### config.mk
export PLATFORM = sky130hd
export DESIGN_NAME = pcca_merge
export DESIGN_NICKNAME = d
export VERILOG_FILES = /design/src/design/pcca_pkg.sv /design/src/design/pcca_merge.sv
export SDC_FILE = /design/constraint.sdc
export NUM_CORES = 1
export LEC_CHECK = 0
export ABC_AREA = 1
export BUFFER_PORTS_ARGS = -buffer_cell sky130_fd_sc_hd__buf_2
export CAP_MARGIN = 0
export CORE_UTILIZATION = 51
export DETAILED_ROUTE_END_ITERATION = 10
export PLACE_DENSITY = 0.8
export SLEW_MARGIN = 5
export SYNTH_ARGS = -nofsm -noshare
export SYNTH_HDL_FRONTEND = slang
export SYNTH_SLANG_ARGS = --single-unit
### constraint.sdc
create_clock -name i_clk -period 2.3 [get_ports i_clk]
set_clock_uncertainty 0.2 [all_clocks]
set_input_delay 0 -clock i_clk [delete_from_list [all_inputs] [get_ports i_clk]]
set_output_delay 0 -clock i_clk [all_outputs]
set_load 0.02 [all_outputs]
### src/design/pcca_pkg.sv
// Shared types, widths and helpers for the PI code confidence averager.
package pcca_pkg;

    localparam int RATIO_FRAC_BITS = 14;
    localparam int RATIO_W         = RATIO_FRAC_BITS + 2;   // sign + integer bit + fraction
    localparam int SUM_W           = 8;
    localparam int WGT_W           = 4;
    localparam int DEN_W           = SUM_W + 1;
    localparam int NUM_W           = RATIO_W + SUM_W + 1;   // ratio * sum + weight term
    localparam int LANES           = 16;
    localparam int THR_W           = 15;
    localparam int CMP_W           = (RATIO_W > THR_W) ? RATIO_W : THR_W;
    localparam int CNT_W           = $clog2(NUM_W);
    localparam int CFG_IDX_W       = 1;
    localparam int CFG_DATA_W      = 15;

    localparam logic [SUM_W-1:0]     SUM_MAX       = '1;
    localparam logic [SUM_W-1:0]     MIN_SUM_RST   = 8'd32;
    localparam logic [THR_W-1:0]     THR_RST       = 15'd14746;
    localparam logic [1:0]           ERR_NONE      = 2'd0;
    localparam logic [1:0]           ERR_ONE       = 2'd1;
    localparam logic [1:0]           ERR_TWO       = 2'd2;
    localparam logic [CFG_IDX_W-1:0] CFG_MIN_SUM   = 1'd0;
    localparam logic [CFG_IDX_W-1:0] CFG_THRESHOLD = 1'd1;

    typedef logic signed [RATIO_W-1:0] t_ratio;

    typedef enum logic [2:0] {
        ST_IDLE,
        ST_MUL,
        ST_ADD,
        ST_DIV,
        ST_MRG,
        ST_WB
    } t_state;

    typedef struct packed {
        logic mul;      // register ratio * old sum
        logic num;      // add weight term, split sign and magnitude
        logic step;     // one restoring division step
        logic commit;   // write new ratio
    } t_lane_ctl;

    function automatic logic [WGT_W-1:0] weight_of(input logic [1:0] errs);
        logic [WGT_W-1:0] w;
        case (errs)
            ERR_ONE: w = WGT_W'(8);
            ERR_TWO: w = WGT_W'(2);
            default: w = WGT_W'(1);
        endcase
        return w;
    endfunction

endpackage

### src/design/pcca_merge.sv
// Merge stage: rebuilds the word from lane signs and checks lane confidence.
module pcca_merge
    import pcca_pkg::*;
(
    input  logic             i_clk,
    input  logic             i_en,
    input  t_ratio           i_ratio [LANES],
    input  logic             i_sum_ok,
    input  logic [THR_W-1:0] i_threshold,
    output logic [LANES-1:0] o_value,
    output logic             o_reliable
);

    logic [LANES-1:0] n_value;
    logic [LANES-1:0] conf;
    logic [CMP_W-1:0] mag [LANES];

    always_comb begin
        for (int b = 0; b < LANES; b++) begin
            n_value[b] = ~i_ratio[b][RATIO_W-1];
            mag[b]     = i_ratio[b][RATIO_W-1] ? CMP_W'(-i_ratio[b]) : CMP_W'(i_ratio[b]);
            conf[b]    = mag[b] >= CMP_W'(i_threshold);
        end
    end

    always_ff @(posedge i_clk) begin
        if (i_en) begin
            o_value    <= n_value;
            o_reliable <= i_sum_ok & (&conf);
        end
    end

endmodule

# After elaboration in Yosys (flattened, before gate mapping)
# Index checks and enable logic that the tools add are counted.
[totals]
ff_bits = 17
in_bits = 274
out_inout_bits = 17
[op_classes]
addsub = 16
magnitude_cmp = 16
n_mux = 16
bitwise = 17
reduce_logical = 1
[op_table]
columns = ["cell", "n"]
rows = [
  ["16-bit by 15-bit greater-or-equal comparator with 1-bit output", 16],
  ["16-bit two-way mux", 16],
  ["16-bit negator", 16],
  ["1-bit NOT", 16],
  ["16-bit AND reduction", 1],
  ["1-bit AND", 1],
]

# Depth between registers and ports, before layout
[depth]
depth_word = 5
mapped_depth = 21

# Worst setup path after synthesis
# Ideal clock, no wire load.
[synth_timing]
path_kind = "input port to flip-flop"
from = "input port i_ratio[80] (netlist bit)"
to = "register o_reliable, data pin"
setup_time_ns = 0.251
t_arrival_ns = 2.022
required_ns = 1.849
setup_slack_ns = -0.172
stages = 21
n_path_buf = 0
path_cell_list = "inv_1 > ha_1 > nand3_1 > nor3_2 > nand2_1 > nor3_1 > nand2_1 > o21ai_1 > xor2_1 > ha_1 > a21oi_1 > and2_1 > nand2_1 > nor2_1 > nand2_1 > nand2_1 > nor2_1 > nand2_1 > nor2_1 > nand2_1 > nor2_2"
[synth_between]
elab_chain_cells = 5
[synth_rtl]
columns = ["element", "line_no", "text"]
rows = [
  ["start: declaration", "pcca_merge.sv:7", "input t_ratio i_ratio [LANES],"],
  ["16-bit negator", "pcca_merge.sv:21", "mag[b] = i_ratio[b][RATIO_W-1] ? CMP_W'(-i_ratio[b]) : CMP_W'(i_ratio[b]);"],
  ["16-bit two-way mux (*)", "pcca_merge.sv:21", ""],
  ["16-bit by 15-bit greater-or-equal comparator with 1-bit output (*)", "pcca_merge.sv:22", "conf[b] = mag[b] >= CMP_W'(i_threshold);"],
  ["16-bit AND reduction (*)", "pcca_merge.sv:29", "o_reliable <= i_sum_ok & (&conf);"],
  ["1-bit AND (*)", "pcca_merge.sv:29", ""],
  ["end signal: assignment", "pcca_merge.sv:29", ""],
  ["end: declaration", "pcca_merge.sv:11", "output logic o_reliable"],
]
# Mark *: on every way between the ends. The rest lies on a longest branch, timed or not.
# A chain may end at the register's enable or synchronous reset.

# Worst setup path in the final report
[layout_timing]
from = "input port i_ratio[177] (netlist bit)"
to = "register o_reliable, data pin"
# Same word-level chain as after synthesis.

==> key figures <==
Yosys
  • Syn Nets: 2,327
  • Seq/Total Area, Yosys: 4.50%
  • Post-synth top area cell: ha_1
  • Synth top area share: 28.2%
  • Synth area leaders: ha_1 (28%), nand2_1 (13%), xor2_1 (12%)
  • Synth unique cells: 36
  • Synthesized area: 0.0114 sq mm
  • Most common flop cell mapped by yosys: edfxtp_1
  • Most frequent cell after synthesis: nand2_1
  • Fraction of registers with async set/reset: 0%
  • EDFF count, synth: 17
  • YS warnings: 0
  • Yosys reg bits: 17
  • Syn Inst Count: 1,797
  • Syn Area/Cell: 6.32 sq um
  • Post-synth top cells: nand2_1 (397), ha_1 (256), inv_1 (240), nor2_1 (240), xor2_1 (150)

Placed design
  • DP HPWL: 31.0 mm
  • # port buffers: 290
  • Setup WS pre-CTS: -526 ps
  • GPL Wtd Cong: 0.953

Finish
  • Final Util: 72.7%
  • Layout cells sized above 1: 29.7%
  • Storage element area: 510 sq um
  • Fillers: 1,771
  • NumNets Final: 2,908
  • Area growth from synthesis to layout: 39.7%
  • Area of the multi-input gates: 0.0101 sq mm

Clocking
  • Worst-path clk slew: 80 ps
  • Cts bufs inserted: 3
  • TritonCTS Sinks: 17
  • CTS H-Tree Depth: 1
  • Worst-case clock buffer depth: 2
  • Clock tree from TritonCTS: done
  • Clock root cell: clkbuf_16

Floorplanning
  • I/O Pins: 291
  • Die H: 151 microns
  • Die area: 0.0229 sq mm
  • Row count: 54
  • Core area: 0.0218 sq mm
  • Chip Width: 151 microns
  • Starting density of the core: 52.0%

Pwr
  • Combinational power share: 79.5%
  • Pwr dens: 255 mW/mm^2
  • PnR Total Power: 4050 uW
  • Peak VDD IR: 250 uV
  • Clock power frac: 11.2%
  • Switching Fraction: 49.1%
  • Leak: 0.00887 uW
  • Pint: 2060 uW
  • Switching power: 1990 uW
  • Seq pwr share: 9.2%

Global route
  • All-Layer GR Usage: 31.9%
  • Vias in the first global route: 12,900
  • Grt ovf: 0
  • Initial antenna violation count: 7
  • Pin count of the biggest net entering global routing: 18
  • First-pass GRT wire length: 58.4 mm

Outcome
  • Failing checks: setup timing
  • Status: finished with violations

Setup path
  • Critical path depth: 22
  • Most frequent CP cell: nand2_1
  • Crit-path slowest cell: o21ai_2
  • Endpoint type of the worst setup path: flip-flop
  • CP Class: in -> reg
  • Crit path max fanout: 2
  • Startpoint types: input port
  • CP peak stage delay: 210 ps
  • Bufs and invs on worst path: 3
  • CP required: 2140 ps
  • CP delay by family, top: simple AND/OR/NAND/NOR gates
  • Worst-path cell chain: buf_6 > inv_4 > ha_4 > inv_2 > nor3_2 > nand4_1 > o21ai_2 > nand2_2 > o21ai_2 > xnor2_1 > ha_2 > a21o_1 > a21oi_2 > nand2_2 > nor2_1 > nand2_1 > nand2_1 > nor2_2 > nand2_1 > nor2_2 > nand2_1 > nor2_2
  • CP arrival: 2320 ps

Routing
  • DR DRC count: 0
  • Via/cell ratio: 5.24
  • Drt total wl: 38.9 mm
  • 1st-iter DRT viols: 664
  • DRT Pass-1 Iters: 5
  • Routed vias: 14,000
  • WL/cell: 14.6 microns
  • Antenna-violating nets left: 0

Worst hold path
  • Worst min-delay path category: in -> reg
  • Hold Path Stages: 2

Timing
  • RSZ-0062 raised after global routing: yes
  • Setup_tns: -180 ps
  • Setup ws final: -180 ps
  • Tcrit/Tclk final: 108%
  • Peak Freq: 403 MHz
  • Hold_ws: 29.6 ps
  • Setup violators final: 1
  • Final Hold Vio Count: 0
  • Fin crit period: 2480 ps
  • Slew headroom: 51.3%
  • Pins over their slew limit: 0
  • Slew @ Worst Pin: 731 ps

Run
  • Max-cap violations: 0
-- kinds of logic after synthesis --
kind of cell	count (synthesis)	share of synthesized area, %
DFF	17	4.50
AOI/OAI and AO/OA	246	12.2
buffers and inverters	274	9.19
xor gates and xnor gates	208	16.0
and+or+nand+nor	796	29.9
adders and majority gates	256	28.2
-- final timing paths --
| kind | start | endpoint |
|---|---|---|
| max | i_ratio[177] | o_reliable |
| min | i_ratio[255] | o_value[0] |
-- routing by layer --
layer  global-route usage (%)  vias to the layer above  routed length (microns)
li1                         -                     7021                        -
met1                     39.4                     6292                    16200
met4                     13.2                        4                     1600
met3                     2.50                      121                     2460
met5                        0                        -                       29
met2                     56.7                      526                    18600
-- power groups by stage --
stage	Clock (uW)	Sequential (uW)	Combinational, uW
after global routing	453	376	3610
final	455	373	3220
after CTS	456	373	3100
after global placement	0	380	2920
after floorplan	0	412	1800
after detailed placement	0	381	3060
-- sequential cells by signal (all words and copies together) (netlist names) --
register and count:
o_value 16, o_reliable 1
-- per-stage QoR --
| stage | std cells | cell area (sq um) |
|---|---|---|
| final | 2663 | 15900 |
| after CTS | 2653 | 15600 |
| after global placement | 2634 | 15300 |
| after detailed placement | 2634 | 15300 |
| after floorplan | 1797 | 11400 |
| after global routing | 2662 | 15900 |
-- repair_timing --
| item | in CTS | in global routing |
|---|---|---|
| setup buffers | 5 | 4 |
| endpoints found under the setup margin | 1 | 1 |
| hold endpoints to repair | 10 | 0 |
| hold buffers | 10 | 0 |
| resized for setup | 11 | 71 |
| pin swaps | 17 | 60 |
-- placed cells by master, fill, tap and decap left out, types with 8 or more instances in the layout --
| cell type | synthesis | routed |
|---|---|---|
| nand2_1 | 397 | 385 |
| buf_2 | 3 | 286 |
| buf_4 | 3 | 285 |
| ha_1 | 256 | 250 |
| inv_1 | 240 | 234 |
| nor2_1 | 240 | 232 |
| xor2_1 | 150 | 150 |
| a21oi_1 | 86 | 81 |
| o21ai_0 | 75 | 73 |
| nand3_1 | 66 | 62 |
| xnor2_1 | 58 | 58 |
| inv_2 | 17 | 19 |
| nor2_2 | 13 | 18 |
| nor3_2 | 15 | 18 |
| o21ai_1 | 22 | 18 |
| edfxtp_1 | 17 | 17 |
| o31ai_1 | 24 | 16 |
| o21a_1 | 14 | 14 |
| nand2_2 | 0 | 12 |
| nor3_1 | 18 | 12 |
| a31oi_1 | 11 | 11 |
| nand4_1 | 10 | 10 |
| dlygate4sd3_1 | 0 | 10 |
| or2_1 | 9 | 9 |
| o31ai_2 | 0 | 8 |
| a21o_1 | 8 | 8 |
-- area by class of cell --
class / instances / area share, %
flip-flops and latches: 17 / 3.22
repair buffers: 592 / 24.3
inverters: 258 / 6.17
multi-input cells: 1506 / 63.5
well taps: 280 / 2.21
diodes: 6 / 0.0946
clock buffers: 4 / 0.497
Note: power is estimated with default switching activity, not from simulation.
