### src/design/pcca_pkg.sv
// Shared types, widths and helpers for the PI code confidence averager.
package pcca_pkg;

    localparam int RATIO_FRAC_BITS = 14;
    localparam int RATIO_W         = RATIO_FRAC_BITS + 2;   // sign + integer bit + fraction
    localparam int SUM_W           = 8;
    localparam int WGT_W           = 4;
    localparam int DEN_W           = SUM_W + 1;
    localparam int NUM_W           = RATIO_W + SUM_W + 1;   // ratio * sum + weight term
    localparam int LANES           = 16;
    localparam int THR_W           = 15;
    localparam int CMP_W           = (RATIO_W > THR_W) ? RATIO_W : THR_W;
    localparam int CNT_W           = $clog2(NUM_W);
    localparam int CFG_IDX_W       = 1;
    localparam int CFG_DATA_W      = 15;

    localparam logic [SUM_W-1:0]     SUM_MAX       = '1;
    localparam logic [SUM_W-1:0]     MIN_SUM_RST   = 8'd32;
    localparam logic [THR_W-1:0]     THR_RST       = 15'd14746;
    localparam logic [1:0]           ERR_NONE      = 2'd0;
    localparam logic [1:0]           ERR_ONE       = 2'd1;
    localparam logic [1:0]           ERR_TWO       = 2'd2;
    localparam logic [CFG_IDX_W-1:0] CFG_MIN_SUM   = 1'd0;
    localparam logic [CFG_IDX_W-1:0] CFG_THRESHOLD = 1'd1;

    typedef logic signed [RATIO_W-1:0] t_ratio;

    typedef enum logic [2:0] {
        ST_IDLE,
        ST_MUL,
        ST_ADD,
        ST_DIV,
        ST_MRG,
        ST_WB
    } t_state;

    typedef struct packed {
        logic mul;      // register ratio * old sum
        logic num;      // add weight term, split sign and magnitude
        logic step;     // one restoring division step
        logic commit;   // write new ratio
    } t_lane_ctl;

    function automatic logic [WGT_W-1:0] weight_of(input logic [1:0] errs);
        logic [WGT_W-1:0] w;
        case (errs)
            ERR_ONE: w = WGT_W'(8);
            ERR_TWO: w = WGT_W'(2);
            default: w = WGT_W'(1);
        endcase
        return w;
    endfunction

endpackage

### src/design/pcca_lane.sv
// One bit lane: holds a bit ratio and updates it with a serial restoring divider.
module pcca_lane
    import pcca_pkg::*;
(
    input  logic             i_clk,
    input  logic             i_rst_n,
    input  t_lane_ctl        i_ctl,
    input  logic             i_bit,
    input  logic [SUM_W-1:0] i_s,
    input  logic [WGT_W-1:0] i_w,
    input  logic [DEN_W-1:0] i_den,
    output t_ratio           o_ratio
);

    t_ratio                   r_ratio;
    logic signed [NUM_W-1:0]  r_prod;
    logic [NUM_W-1:0]         r_q;      // dividend shifts out, quotient shifts in
    logic [DEN_W-1:0]         r_rem;
    logic                     r_neg;

    logic signed [NUM_W-1:0]  n_prod;
    logic signed [NUM_W-1:0]  term;
    logic signed [NUM_W-1:0]  num;
    logic [DEN_W:0]           rem_sh;
    logic [DEN_W:0]           trial;
    logic [RATIO_W-1:0]       q_mag;

    always_comb begin
        n_prod = $signed({{(NUM_W-RATIO_W){r_ratio[RATIO_W-1]}}, r_ratio})
               * $signed({{(NUM_W-SUM_W){1'b0}}, i_s});
        term   = $signed(NUM_W'(i_w) << RATIO_FRAC_BITS);
        num    = i_bit ? (r_prod + term) : (r_prod - term);
        rem_sh = {r_rem, r_q[NUM_W-1]};
        trial  = rem_sh - {1'b0, i_den};
        // quotient magnitude never exceeds one in ratio format
        q_mag  = {1'b0, r_q[RATIO_W-2:0]};
    end

    always_ff @(posedge i_clk) begin
        if (!i_rst_n) begin
            r_ratio <= '0;
        end else if (i_ctl.commit) begin
            r_ratio <= r_neg ? t_ratio'(-q_mag) : t_ratio'(q_mag);
        end
    end

    always_ff @(posedge i_clk) begin
        if (i_ctl.mul) begin
            r_prod <= n_prod;
        end
        if (i_ctl.num) begin
            r_neg <= num[NUM_W-1];
            r_q   <= num[NUM_W-1] ? NUM_W'(-num) : NUM_W'(num);
            r_rem <= '0;
        end else if (i_ctl.step) begin
            if (!trial[DEN_W]) begin
                r_rem <= trial[DEN_W-1:0];
                r_q   <= {r_q[NUM_W-2:0], 1'b1};
            end else begin
                r_rem <= rem_sh[DEN_W-1:0];
                r_q   <= {r_q[NUM_W-2:0], 1'b0};
            end
        end
    end

    assign o_ratio = r_ratio;

endmodule

### config.mk
export PLATFORM = sky130hd
export DESIGN_NAME = pcca_lane
export DESIGN_NICKNAME = d
export VERILOG_FILES = /design/src/design/pcca_pkg.sv /design/src/design/pcca_lane.sv
export SDC_FILE = /design/constraint.sdc
export NUM_CORES = 1
export LEC_CHECK = 0
export BUFFER_PORTS_ARGS = -buffer_cell sky130_fd_sc_hd__buf_2
export CAP_MARGIN = 0
export CORE_MARGIN = 10
export CORE_UTILIZATION = 38
export DETAILED_ROUTE_END_ITERATION = 16
export PLACE_DENSITY = 0.58
export SETUP_SLACK_MARGIN = 0.05
export SLEW_MARGIN = 30
export SYNTH_ARGS = -nofsm -noshare
export SYNTH_HDL_FRONTEND = slang
export SYNTH_SLANG_ARGS = --single-unit
### constraint.sdc
create_clock -name i_clk -period 11.8 [get_ports i_clk]
set_input_delay 0.59 -clock i_clk [delete_from_list [all_inputs] [get_ports i_clk]]
set_output_delay 0.59 -clock i_clk [all_outputs]
set_load 0.01 [all_outputs]
# Yosys cells after proc, flatten, opt, wreduce, memory -nomap -nowiden
# Index checks and enable logic that the tools add are counted.
classes:
  addsub: 5
  mul: 1
  mux: 7
  n_reduce_logical: 1
ops:
  columns: ["op", "count"]
  rows:
  - ["$mux 25", 4]
  - ["$add 25x19->25", 1]
  - ["$mul 16x9->25", 1]
  - ["$neg 25->25", 1]
  - ["$sub 25x19->25", 1]
  - ["$mux 16", 1]
  - ["$neg 15->16", 1]
  - ["$sub 10x9->10", 1]
  - ["$mux 9", 1]
  - ["$reduce_bool 2->1", 1]
  - ["$mux 1", 1]
totals:
  regBits: 76
  input_bits: 28
  output_inout_bits: 16
  elab_cells: 19

# Longest topological paths before layout
depth:
  ltp_word: 5
  depth_mapped: 18
  ltp_nobuf: 18

# Least setup slack after synthesis
# OpenSTA, ideal clock, no wires.
synth_timing:
  kind: "input to register"
  start: "input port i_s[2]"
  end: "register r_prod[22] (data pin)"
  setup_time_ps: 158
  arrival_time_ps: 5131
  required_ps: 11642
  path_slack_ps: 6511
  path_stages: 17
  path_buffers: 1
  cell_sequence: "clkbuf_1 -> nand2_1 -> fa_1 -> inv_1 -> fa_1 -> fa_1 -> inv_1 -> fa_1 -> inv_1 -> ha_1 -> a21o_1 -> a21oi_1 -> o21bai_1 -> or4_1 -> o21ai_1 -> or4b_2 -> o211ai_1"
synth_via:
  elab_chain_len: 1
synth_lines:
  columns: ["item", "line", "text"]
  rows:
  - ["from (decl)", "pcca_lane.sv:9", "input logic [SUM_W-1:0] i_s,"]
  - ["$mul 16x9->25", "pcca_lane.sv:30", "* $signed({{(NUM_W-SUM_W){1'b0}}, i_s});"]
  - ["net n_prod[22]", "pcca_lane.sv:21", "logic signed [NUM_W-1:0] n_prod;"]
  - ["to (signal assigned)", "pcca_lane.sv:49", "r_prod <= n_prod;"]
  - ["to (decl)", "pcca_lane.sv:16", "logic signed [NUM_W-1:0] r_prod;"]
# The timed path passes the listed nets, and every way through them passes these cells.
# A chain may end at the register's enable or synchronous reset.

# Worst setup path in the final report
layout_timing:
  start: "input port i_s[1]"
  end: "register r_prod[22] (data pin)"
# The elaborated chain is that of the path after synthesis.

==> flow_summary.toml <==
[synth]
synth_xor_area_frac = 0.0598
syn-num-nets = 1246
synthSimpleGateAreaFrac = 0.187
synth_top_family_by_area = "adder cells"
async_reset_ff_frac = 0
synth_cells = 1041
synth_edf_count = 51
avgSynthCellArea_um2 = 9.01
synth_compound_area_frac = 0.117
synthFlopType = "edfxtp_1"
synthesis.area_mm2 = 0.00938
synth_mux_area_frac = 0.0124
synth_warnings = 0
ys_types = 63
synthAdderAreaFrac = 0.319
seq_area_frac_synth = 0.217
ys_seq_elements = 76

[cts]
cts_resized = 0
cts-root-buf = "clkbuf_16"
cts_setup_buffers = 0
cts_hold_buf = 0
clkSinkCount = 76
insertion_delay_ns = 0.33
cts.reportedPaths.clkPinSlew_ns = 0.06
cts_buffers = 9
htree_levels = 3
cts_tree = "yes"
clockBufferDepth = 2

[place]
dpl-instance-area_mm2 = 0.00987
dp_cells = 1375
dpl.hpwl_um = 16200
port-buffer-count = 43
place_congestion = 0.798
dp_slack_ns = 6.08

[pwr]
p_leak_nw = 4.80
ir_worst_vdd_mv = 0.0827
power-per-cell-area_mw_per_mm2 = 263

[layout]
drive_above_1_share = 0.0750
multiInputGateArea_mm2 = 0.00652
diodes = 0
syn_to_final_growth_pct = 8.34
seqCellArea_mm2 = 0.00203
fill_cells = 2410
instances_no_fill = 1391
utilization = 0.418
nNetsFinal = 1267
final_area_mm2 = 0.0102

[critical_path]
cp_max_fo = 16
cp.required_ns = 11.97
path_buf_inv = 5
cp.arrival_ns = 5.55
cpPeakStageDelay_ns = 0.63
crit_family = "adder cells"
crit_type = "in -> reg"
crit_chain = "buf_2 -> and2_1 -> fa_1 -> inv_1 -> fa_1 -> inv_1 -> fa_1 -> inv_1 -> fa_1 -> inv_1 -> ha_1 -> a21oi_1 -> nor2b_1 -> or4_1 -> o21ai_1 -> or4b_2 -> o211ai_1"
reg2reg_slack_ns = 6.42
critPathSlowestCell = "or4b_2"
end_kind = "register"
cp-start-kind = "primary input"

[timing]
fin_ws_ns = 6.42
max_freq_mhz = 186
worst_pin_slew_ns = 0.747
slew_viol_final = 0
rsz0062_at_grt = "no"
finalSetupTns_ns = 0
fin_crit_ns = 5.38
period_share = 0.456
fin_skew_ns = 0.00743
finalSetupViolCount = 0
hold_viol_final = 0
relSlewSlack = 0.502

[die]
dieArea_mm2 = 0.0314
die_y_um = 177
pin_count = 44
rows = 57
fp.dieW_um = 177
initial_core_util = 0.386
core_area_mm2 = 0.0243

[drt]
drt_iter0_drc = 376
vias = 6875
first_pass_iters = 4
wl_per_cell_um = 14.5
ant_nets = 0
via_per_inst = 4.94
wl_um = 20100
drc = 0

[global_routing]
track_usage = 0.130
grt_pass1_wl_um = 33800
antenna_found_initial = 0
grt.overflow.total = 0
grt_max_degree = 54
first_global_vias = 6723

[worst_hold_path]
hp-class = "reg -> reg"

[job]
max-cap-violations = 0

[run_status]
status = "finished clean"
-- cell families after synthesis --
kind of cell               after synthesis
AOI/OAI and AO/OA                      157
and+or+nand+nor                        339
DFF                                     76
xor gates and xnor gates                64
adders and majority gates              177
muxes                                   11
buffers and inverters                  217
-- per-layer routing --
layer | GRT usage | vias up | routed length [um]
met1 | 0.190 | 3285 | 10500
met5 | 0 | - | 0
li1 | - | 3484 | -
met3 | 0.0149 | 9 | 547
met2 | 0.201 | 97 | 8930
met4 | 0.0259 | 0 | 110
-- report_power, final --
group          leakage [nW]  switching [mW]  internal, mW
sequential            0.716           0.118         0.468
combinational          3.95            1.02         0.791
clock                 0.139           0.103         0.163
total                  4.80            1.25          1.42
-- metrics by stage --
step | hold WS, ns | power, mW
after floorplan | 0.451 | 2.04
after global placement | 0.493 | 2.39
after detailed placement | 0.490 | 2.41
after CTS | 0.498 | 2.69
after global routing | 0.531 | 3.00
final | 0.493 | 2.67
-- worst reg2reg max path: cells and delay by family, from the launching register on --
family	cells	cell delay, ns
adders and majority gates	5	2.36
DFF	1	0.64
AOI/OAI and AO/OA	5	0.88
buffers and inverters	3	0.14
and+or+nand+nor	3	1.19
-- Yosys cell counts, types with 5 or more instances --
master / n / area share
a211oi_1: 10 / 0.0080
a21o_1: 9 / 0.0072
a21oi_1: 40 / 0.021
a31oi_1: 5 / 0.0033
and2_1: 80 / 0.053
clkbuf_1: 32 / 0.013
dfxtp_1: 25 / 0.053
edfxtp_1: 51 / 0.16
fa_1: 104 / 0.22
ha_1: 73 / 0.097
inv_1: 181 / 0.072
mux2_2: 5 / 0.0060
mux2i_1: 6 / 0.0064
nand2_1: 88 / 0.035
nand2b_1: 7 / 0.0047
nand3_1: 13 / 0.0069
nand4_1: 5 / 0.0033
nor2_1: 61 / 0.024
nor2b_1: 7 / 0.0047
nor3_1: 38 / 0.020
nor3b_1: 7 / 0.0056
nor4_1: 5 / 0.0033
o211a_1: 14 / 0.015
o211ai_1: 5 / 0.0040
o21ai_0: 23 / 0.012
o21bai_1: 7 / 0.0056
o311ai_0: 5 / 0.0047
o41ai_1: 5 / 0.0047
or3_1: 7 / 0.0047
xnor2_1: 39 / 0.036
xor2_1: 25 / 0.023
-- registers in the layout, indices dropped and copies added (netlist names) --
name,count
o_ratio,16
r_rem,9
r_prod,25
r_q,25
r_neg,1
-- cells in the final DEF, fill, tap and decap left out, types with 13 or more instances in the layout --
cell type  instances
fa_1             104
xor2_1            25
xnor2_1           39
nor3_1            38
and2_1            80
o21ai_0           23
buf_2             43
nor2_1            61
o211a_1           14
ha_1              73
a21oi_1           40
dfxtp_1           25
nand2_1           88
nand3_1           13
inv_1            180
edfxtp_1          51
-- cell type report --
class	count	area share
clock inverter	5	0.00517
clock buffer	11	0.0229
sequential	76	0.200
tap	324	0.0399
multi-input combinational	748	0.642
timing repair buffer	46	0.0234
inverter	181	0.0669
-- final timing paths --
path,from,endpoint,depth (start not counted)
max,i_s[1],r_prod[22]$_DFFE_PP_,17
min,r_rem[4]$_SDFFE_PP0P_,r_rem[4]$_SDFFE_PP0P_,2
max reg2reg,o_ratio[12]$_SDFFE_PN0P_,r_prod[22]$_DFFE_PP_,16
min reg2reg,r_rem[4]$_SDFFE_PP0P_,r_rem[4]$_SDFFE_PP0P_,2
No activity file was read; power rests on OpenSTA's default activity.
